File: src/hdl/ccq_pkg.sv
`default_nettype none

package ccq_pkg;

    // defaults for the top-level parameters
    localparam int CLASS_DEPTH_DEF  = 64;
    localparam int PHONE_DIGITS_DEF = 10;

    // fixed field widths
    localparam int REQ_W    = 2;
    localparam int CLASS_W  = 2;
    localparam int PHONE_W  = 34;
    localparam int STATUS_W = 2;
    localparam int COUNT_W  = 7;
    localparam int TOTAL_W  = 8;

    // request codes
    localparam logic [REQ_W-1:0] REQ_INSERT  = 2'd0;
    localparam logic [REQ_W-1:0] REQ_SERVE   = 2'd1;
    localparam logic [REQ_W-1:0] REQ_DISMISS = 2'd2;
    localparam logic [REQ_W-1:0] REQ_NOP     = 2'd3;

    // class codes
    localparam logic [CLASS_W-1:0] CLASS_NONE      = 2'd0;
    localparam logic [CLASS_W-1:0] CLASS_DATA      = 2'd1;
    localparam logic [CLASS_W-1:0] CLASS_VOICE     = 2'd2;
    localparam logic [CLASS_W-1:0] CLASS_EMERGENCY = 2'd3;

    // status codes
    localparam logic [STATUS_W-1:0] STATUS_DONE       = 2'd0;
    localparam logic [STATUS_W-1:0] STATUS_EMPTY      = 2'd1;
    localparam logic [STATUS_W-1:0] STATUS_FULL       = 2'd2;
    localparam logic [STATUS_W-1:0] STATUS_NO_DISMISS = 2'd3;

    // decoded operation handed from front to back
    typedef enum logic [2:0] {
        OP_INSERT  = 3'd0,
        OP_REJECT  = 3'd1,
        OP_SERVE   = 3'd2,
        OP_DISMISS = 3'd3,
        OP_NOP     = 3'd4
    } op_t;

    typedef struct packed {
        logic [REQ_W-1:0]   req_type;
        logic [CLASS_W-1:0] call_class;
        logic [PHONE_W-1:0] phone_value;
    } call_req_t;

    typedef struct packed {
        logic [STATUS_W-1:0] status;
        logic [PHONE_W-1:0]  served_phone;
        logic [CLASS_W-1:0]  served_class;
        logic [COUNT_W-1:0]  count_data;
        logic [COUNT_W-1:0]  count_voice;
        logic [COUNT_W-1:0]  count_emergency;
        logic [TOTAL_W-1:0]  total_waiting;
        logic                all_empty;
    } call_res_t;

    typedef struct packed {
        op_t                op;
        logic [CLASS_W-1:0] cls_idx;
        logic [PHONE_W-1:0] phone;
    } cmd_t;

    // largest value with the given number of decimal digits
    function automatic logic [63:0] phone_limit(input int digits);
        logic [63:0] lim;
        lim = 64'd1;
        for (int d = 0; d < digits; d++)
        begin
            lim = lim * 64'd10;
        end
        return lim - 64'd1;
    endfunction

endpackage

`default_nettype wire

File: src/hdl/ccq_front.sv
`default_nettype none

module ccq_front #(
    parameter int PHONE_DIGITS = ccq_pkg::PHONE_DIGITS_DEF
) (
    input  wire logic              clk,
    input  wire logic              rst_n,
    input  wire logic              push,
    output logic                   full,
    input  wire ccq_pkg::call_req_t req,
    output logic                   cmd_valid,
    output ccq_pkg::cmd_t          cmd,
    input  wire logic              cmd_take
);

    localparam logic [63:0] LIMIT = ccq_pkg::phone_limit(PHONE_DIGITS);

    ccq_pkg::cmd_t cmd_new;
    ccq_pkg::cmd_t q_reg [2];
    logic          wr_ptr_reg, wr_ptr_next;
    logic          rd_ptr_reg, rd_ptr_next;
    logic [1:0]    cnt_reg, cnt_next;
    logic          do_push;
    logic          do_pop;

    // classify and saturate
    always_comb
    begin
        cmd_new.cls_idx = req.call_class - 2'd1;
        if ({30'd0, req.phone_value} > LIMIT)
        begin
            cmd_new.phone = LIMIT[ccq_pkg::PHONE_W-1:0];
        end
        else
        begin
            cmd_new.phone = req.phone_value;
        end
        unique case (req.req_type)
            ccq_pkg::REQ_INSERT:
            begin
                if (req.call_class == ccq_pkg::CLASS_NONE)
                begin
                    cmd_new.op = ccq_pkg::OP_REJECT;
                end
                else
                begin
                    cmd_new.op = ccq_pkg::OP_INSERT;
                end
            end
            ccq_pkg::REQ_SERVE:   cmd_new.op = ccq_pkg::OP_SERVE;
            ccq_pkg::REQ_DISMISS: cmd_new.op = ccq_pkg::OP_DISMISS;
            ccq_pkg::REQ_NOP:     cmd_new.op = ccq_pkg::OP_NOP;
            default:              cmd_new.op = ccq_pkg::OP_NOP;
        endcase
    end

    assign full      = (cnt_reg == 2'd2);
    assign cmd_valid = (cnt_reg != 2'd0);
    assign cmd       = q_reg[rd_ptr_reg];
    assign do_push   = push && !full;
    assign do_pop    = cmd_take && cmd_valid;

    always_comb
    begin
        wr_ptr_next = wr_ptr_reg ^ do_push;
        rd_ptr_next = rd_ptr_reg ^ do_pop;
        cnt_next    = cnt_reg + {1'b0, do_push} - {1'b0, do_pop};
    end

    always_ff @(posedge clk or negedge rst_n)
    begin
        if (!rst_n)
        begin
            wr_ptr_reg <= 1'b0;
            rd_ptr_reg <= 1'b0;
            cnt_reg    <= 2'd0;
        end
        else
        begin
            wr_ptr_reg <= wr_ptr_next;
            rd_ptr_reg <= rd_ptr_next;
            cnt_reg    <= cnt_next;
        end
    end

    always_ff @(posedge clk)
    begin
        if (do_push)
        begin
            q_reg[wr_ptr_reg] <= cmd_new;
        end
    end

endmodule

`default_nettype wire

File: config.mk
export PLATFORM = sky130hd
export DESIGN_NAME = ccq_front
export DESIGN_NICKNAME = d
export VERILOG_FILES = /design/src/hdl/ccq_pkg.sv /design/src/hdl/ccq_front.sv
export SDC_FILE = /design/constraint.sdc
export NUM_CORES = 1
export LEC_CHECK = 0
export BUFFER_PORTS_ARGS = -buffer_cell sky130_fd_sc_hd__buf_2
export CAP_MARGIN = 10
export CORE_ASPECT_RATIO = 0.8
export CORE_UTILIZATION = 25
export CTS_BUF_LIST = sky130_fd_sc_hd__clkbuf_8 sky130_fd_sc_hd__clkbuf_16
export DETAILED_ROUTE_END_ITERATION = 16
export GPL_ROUTABILITY_DRIVEN = 0
export GPL_TIMING_DRIVEN = 1
export PLACE_DENSITY = 0.52
export SYNTH_ARGS = -nofsm -noshare
export SYNTH_HDL_FRONTEND = slang
export SYNTH_SLANG_ARGS = --single-unit
export TNS_END_PERCENT = 1
File: constraint.sdc
create_clock -name clk -period 1.9 [get_ports clk]
set_clock_uncertainty 0.05 [all_clocks]
set_input_delay 0.38 -clock clk [delete_from_list [all_inputs] [get_ports clk]]
set_output_delay 0.38 -clock clk [all_outputs]
set_load 0.01 [all_outputs]
==> results of run 1 <==
## cells in the final DEF, fill, tap and decap left out, drive strengths merged, types with 2 or more instances in the layout
| cell type | count |
|---|---|
| buf | 98 |
| edfxtp | 78 |
| mux2 | 40 |
| inv | 13 |
| and2 | 10 |
| or3 | 10 |
| nand2b | 9 |
| clkbuf | 9 |
| ha | 8 |
| nand2 | 4 |
| dfrtp | 4 |
| nor3b | 3 |
| clkinv | 3 |
| xnor2 | 2 |
| nor2b | 2 |
| nor2 | 2 |
| bufinv | 2 |
## area by class of cell
class	count	area, um2
Fill cell	1365	8960
Sequential cell	82	2440
Multi-Input combinational cell	104	937
Timing Repair Buffer	99	586
Clock buffer	9	225
Tap cell	180	225
Clock inverter	7	86.3
Inverter	11	41.3
## power by group through the flow
stage	Sequential (W)	Clock [W]	Combinational [W]
2_1_floorplan	0.00260	0	0.00118
3_3_place_gp	0.00260	0	0.00198
3_5_place_dp	0.00262	0	0.00200
4_1_cts	0.00258	0.00185	0.00203
5_1_grt	0.00262	0.00192	0.00216
6_report	0.00258	0.00179	0.00197
## what timing repair did
| item | in CTS | in global routing |
|---|---|---|
| hold buffers | 1 | 0 |
| hold endpoints to repair | 4 | 0 |
| gates resized for setup | 2 | 1 |
| endpoints found under the setup margin | 16 | 27 |
| buffers inserted | 0 | 0 |
## how the worst min path moves through the flow
stage	startpoint	endpoint	slack, ns
global placement	rst_n	cnt_reg[0]$_DFF_PN0_	0.15
global route	req[2]	q_reg[1][2]$_DFFE_PP_	0.28
CTS	req[34]	q_reg[1][34]$_DFFE_PP_	0.28
finish	req[0]	q_reg[0][0]$_DFFE_PP_	0.29
detailed placement	rst_n	cnt_reg[0]$_DFF_PN0_	0.15
floorplan	rst_n	cnt_reg[0]$_DFF_PN0_	0.03
## cells by family (layout without fill, tap and decap cells)
family	count (synthesis)	count (layout)	share of synthesized area
compound gates	4	4	0.00906
xor+xnor	3	3	0.00762
fa+ha+maj	8	8	0.0290
buf+inv	19	126	0.0232
flops	82	82	0.708
mux	40	40	0.131
simple gates	49	49	0.0928
## metal layers
layer,vias to the layer above,track usage
li1,970,-
met1,976,0.133
met2,58,0.164
met3,7,0.0459
met4,0,0.0268
met5,-,0
## worst max-delay path, stage by stage, from the launching register on
cell     delay, ns
dfrtp_2       0.40
buf_12        0.19
mux2_2        0.36
buf_2         0.14
## metrics by stage
step	area [um2]	std cells	setup TNS, ns	hold WS [ns]	worst slack, ns
after floorplan	3450	205	-10.79	0.0344	-0.138
after global placement	4210	475	-4.72	0.146	-0.186
after detailed placement	4210	475	-6.38	0.149	-0.231
after CTS	4540	492	0	0.280	0.000253
after global routing	4540	492	-0.281	0.281	-0.0275
final	4540	492	0	0.291	0.0314
## Yosys cell counts, drive strengths merged
| library cell | instances | area share |
|---|---|---|
| nand3 | 1 | 0.0014 |
| nor3 | 1 | 0.0014 |
| nor2b | 2 | 0.0036 |
| o21ai | 1 | 0.0014 |
| nand2 | 4 | 0.0043 |
| or2 | 1 | 0.0018 |
| nor3b | 3 | 0.0065 |
| nor2 | 2 | 0.0022 |
| and4b | 1 | 0.0029 |
| nand4 | 1 | 0.0018 |
| nor4 | 1 | 0.0036 |
| ha | 8 | 0.029 |
| or3 | 10 | 0.018 |
| nand2b | 9 | 0.016 |
| mux2 | 40 | 0.13 |
| and4 | 1 | 0.0025 |
| edfxtp | 78 | 0.68 |
| xnor2 | 2 | 0.0051 |
| a21oi | 1 | 0.0014 |
| nor4b | 1 | 0.0043 |
| and2 | 10 | 0.018 |
| a22oi | 1 | 0.0036 |
| and4bb | 1 | 0.0036 |
| buf | 5 | 0.0080 |
| a22o | 1 | 0.0025 |
| dfrtp | 4 | 0.029 |
| inv | 11 | 0.012 |
| xor2 | 1 | 0.0025 |
| clkbuf | 3 | 0.0033 |
==> results.tsv, run 1 <==
stage	metric	value	unit
power_and_ir_drop	power.leakage	1.75	nW
placement	post-dp-hpwl	4.81	mm
synth	ys_ff_latch	82	
worst_setup_path	crit_path_end_kind	primary output	
synth	synthDistinctLibCells	31	
power_and_ir_drop	switching_share	0.282	
drt	wire_per_inst	14.4	um
layout	post-route-util	0.337	
global_routing	grt_max_degree	40	
clock_tree	clk_pin_slew	0.06	ns
timing	fin_crit_sh	0.983	
clock_tree	cts.sinks	82	
drt	via_per_inst	4.09	
timing	fin_crit	1.87	ns
drt	first_iter_violations	82	
outcome	status	finished, final reports clean	
synth	yosysSeqAreaShare	0.708	
synth	syn_inst	205	
synth	syn_avg_cell_area	16.8	um2
layout	final_layout_size_suffix_gt1_frac	0.513	
worst_setup_path	cp.required	1.47	ns
global_routing	grt_usage	0.105	
placement	portBuffers	82	
floorplan	dieWidth	133	um
floorplan	core_area	13500	um2
power_and_ir_drop	combPwrFrac	0.310	
timing	hold_viol	0	
power_and_ir_drop	internal-power	0.00456	W
layout	layout.nets	357	
worst_setup_path	path_class	register to primary output	
clock_tree	root_buffer	clkbuf_16	
floorplan	die_y	107	um
worst_setup_path	reg2reg_depth	7	
timing	max-slew-margin-rel	0.718	
drt	totalWireLength	7.10	mm
global_routing	grt_overflow	0	
layout	area.growth.synth_to_final	31.7	%
clock_tree	numCtsBuffers	9	
global_routing	antenna_found_initial	1	
timing	drv_slew	0	
global_routing	grt_pass1_vias	2035	
timing	tightest_slew	0.423	ns
floorplan	num_io_pins	83	
run	drv_cap	0	
worst_setup_path	cp_max_fo	23	
layout	antenna_cells	0	
power_and_ir_drop	p_clk_frac	0.283	
synth	syn_nets	255	
worst_setup_path	start_kind	register	
worst_setup_path	reg2reg_slack	0.08	ns
timing	rsz0062_at_grt	yes	
hold_path	hold_path_class	input port to register	
drt	routed.top_layer	met4	
synth	mappedNetlistArea	3450	um2
worst_setup_path	rr_endpoint	cnt_reg[1]$_DFF_PN0_	
worst_setup_path	r2r-start	cnt_reg[1]$_DFF_PN0_	
drt	met2WireLength	3.23	mm
floorplan	rows	38	
drt	via_count	2011	
floorplan	die_area	14300	um2
power_and_ir_drop	seqPwrFrac	0.407	
worst_setup_path	cp.arrival	1.44	ns
worst_setup_path	worstSetupStartpoint	rd_ptr_reg$_DFF_PN0_	
clock_tree	clock_latency	0.32	ns
global_routing	grt_pass1_wl	11.0	mm
hold_path	hold_depth	2	
drt	dr_wl_met3	514	um
clock_tree	tritoncts	yes	
power_and_ir_drop	vdd_ir_drop_max	0.537	mV
drt	drc_errors	0	
clock_tree	ctsLongestPathBuffers	2	
drt	dr.pass1.iters	4	
drt	antenna_left	0	
timing	setup_viol	0	
timing	fmax	535	MHz
power_and_ir_drop	p_sw	0.00179	W
synth	yosys_warnings	0	
clock_tree	cts_htree_levels	3	
drt	wl_met1	3.29	mm
floorplan	start_util	0.256	
worst_setup_path	crit_end	cmd[16]	
layout	largest_register_ffs	78	
power_and_ir_drop	power.total	0.00634	W
power_and_ir_drop	powerDensity	1400	nW/um2
Note: power is estimated with default switching activity, not from simulation.
==> inputs of run 2 (changes only) <==
Settings changed: CORE_ASPECT_RATIO 0.8 to default.
==> run 2 against run 1 <==
Net effect: total power is 2.7% lower; maximum frequency is 0.45% lower; worst setup slack lost 0.0085 ns; via count is essentially flat; routed wire length down 3.2%; final area is 0.58% lower; first-iteration DRC count is 7.3% lower; non-clock buffer count unchanged; hold slack worse by 0.020 ns; core utilization is 0.19 points higher; largest power group unchanged; highest routed layer unchanged.
==> results.tsv, run 2 (synthesized netlist as in run 1, its figures left out) <==
stage	metric	value	unit	change
worst_setup_path	cp.required	1.47	ns	about the same
worst_setup_path	worstSetupStartpoint	rd_ptr_reg$_DFF_PN0_		unchanged
layout	layout.nets	357		unchanged
hold_path	hold_path_class	input port to register		unchanged
floorplan	start_util	0.259		was 0.256
layout	layout_commonest_cell	buf_2		unchanged
timing	rsz0062_at_grt	yes		unchanged
placement	place_area	4210	um2	about the same
drt	totalWireLength	6.87	mm	was 7.10 mm
timing	fin_crit_sh	0.988		was 0.983
placement	pre_cts_ws	-0.239	ns	was -0.231 ns
power_and_ir_drop	vdd_ir_drop_max	0.534	mV	was 0.537 mV
worst_setup_path	path_class	register to primary output		unchanged
clock_tree	numCtsBuffers	9		unchanged
power_and_ir_drop	power.total	0.00617	W	was 0.00634 W
worst_setup_path	r2r-start	cnt_reg[1]$_DFF_PN0_		unchanged
placement	post-dp-hpwl	4.71	mm	was 4.81 mm
drt	via_per_inst	4.12		was 4.09
timing	fin_setup_tns	0	ns	unchanged
global_routing	grt_pass1_wl	11.1	mm	was 11.0 mm
worst_setup_path	start_kind	register		unchanged
layout	layout_common_cells	82 x buf_2, 78 x edfxtp_1, 39 x mux2_2		unchanged
power_and_ir_drop	power.leakage	1.74	nW	was 1.75 nW
layout	nFillCells	1337		was 1365
clock_tree	root_buffer	clkbuf_16		unchanged
outcome	status	finished, final reports clean		unchanged
clock_tree	clock_latency	0.34	ns	was 0.32 ns
timing	setup_viol	0		unchanged
worst_setup_path	cp.arrival	1.45	ns	was 1.44 ns
timing	drv_slew	0		unchanged
clock_tree	clk_pin_slew	0.06	ns	about the same
global_routing	grt_pass1_vias	2101		was 2035
clock_tree	cts_htree_levels	3		unchanged
drt	first_iter_violations	76		was 82
power_and_ir_drop	powerDensity	1370	nW/um2	was 1400 nW/um2
floorplan	die_y	119	um	was 107 um
drt	wire_per_inst	14.1	um	was 14.4 um
layout	design_area	4520	um2	was 4540 um2
global_routing	grt_usage	0.108		was 0.105
global_routing	grt_overflow	0		unchanged
worst_setup_path	crit_path_end_kind	primary output		unchanged
floorplan	dieWidth	119	um	was 133 um
floorplan	die_area	14300	um2	about the same
drt	dr.pass1.iters	4		unchanged
floorplan	rows	42		was 38
timing	fmax	533	MHz	was 535 MHz
timing	fin_crit	1.88	ns	was 1.87 ns
layout	area.growth.synth_to_final	30.9	%	was 31.7%
timing	fin_hold_ws	0.271	ns	was 0.291 ns
clock_tree	tritoncts	yes		unchanged
hold_path	hold_depth	2		unchanged
placement	portBuffers	82		unchanged
drt	drc_errors	0		unchanged
layout	largest_register_ffs	78		unchanged
layout	final_layout_size_suffix_gt1_frac	0.516		was 0.513
worst_setup_path	reg2reg_slack	0.09	ns	was 0.08 ns
run	drv_cap	0		unchanged
clock_tree	cts.sinks	82		unchanged
timing	max-slew-margin-rel	0.686		was 0.718
drt	antenna_left	0		unchanged
worst_setup_path	cp_max_fo	22		was 23
drt	via_count	2009		was 2011
clock_tree	ctsLongestPathBuffers	2		unchanged
floorplan	num_io_pins	83		unchanged
layout	antenna_cells	0		unchanged
global_routing	grt_max_degree	23		was 40
floorplan	core_area	13300	um2	was 13500 um2
timing	hold_viol	0		unchanged
timing	tightest_slew	0.467	ns	was 0.423 ns
global_routing	antenna_found_initial	0		was 1
hold_path	hold_start	req[6]		was req[0]
timing	fin_ws	0.0230	ns	was 0.0314 ns
worst_setup_path	reg2reg_depth	7		unchanged
## run 2: cell count changes in the layout (fill, tap and decap cells not counted), sizes merged
cell,before,now
clkbuf,9,12
clkinv,3,2
bufinv,2,0
## run 2: worst paths after layout
| path | end |
|---|---|
| worst max-delay path | cmd[22] |
| worst min-delay path | q_reg[1][6]$_DFFE_PP_ |
| worst max register to register | cnt_reg[1]$_DFF_PN0_ |
| worst min register to register | cnt_reg[1]$_DFF_PN0_ |
| max in group asynchronous | rd_ptr_reg$_DFF_PN0_ |
| min in group asynchronous | cnt_reg[1]$_DFF_PN0_ |
## run 2: area by class of cell
class / instances / area [um2] / share of cell area
multi-input cells: 104 / 938 / 0.208
flip-flops and latches: 82 / 2440 / 0.541
clock inverters: 4 / 17.5 / 0.00388
well taps: 176 / 220 / 0.0487
clock buffers: 12 / 267 / 0.0590
inverters: 11 / 41.3 / 0.00914
repair buffers: 99 / 591 / 0.131
## run 2: per-stage QoR
step                 util  cells
floorplan               -    205
global placement    0.315    471
detailed placement  0.315    471
CTS                 0.338    488
global route        0.338    488
finish              0.338    488
## run 2: critical path: stages, from the launching register on
cell and delay [ns]:
dfrtp_2 0.41, buf_12 0.19, mux2_2 0.36, buf_2 0.14
## run 2: routing by layer
metal,GRT usage,up-vias,share of wire
li1,-,965,-
met1,0.126,971,0.45
met2,0.172,60,0.47
met3,0.0364,13,0.057
met4,0.0586,0,0.024
met5,0,-,0
## run 2: power breakdown
| group | internal (W) | switching (W) | leakage, nW |
|---|---|---|---|
| Sequential | 0.00248 | 0.000108 | 0.762 |
| Combinational | 0.000945 | 0.00102 | 0.831 |
| Clock | 0.000977 | 0.000645 | 0.151 |
## run 2: repair_timing
| action | in CTS | in global routing |
|---|---|---|
| hold endpoints to repair | 4 | 0 |
| endpoints found under the setup margin | 18 | 42 |
| hold buffers | 1 | 0 |
| gates resized for setup | 2 | 3 |
| setup buffers | 0 | 0 |
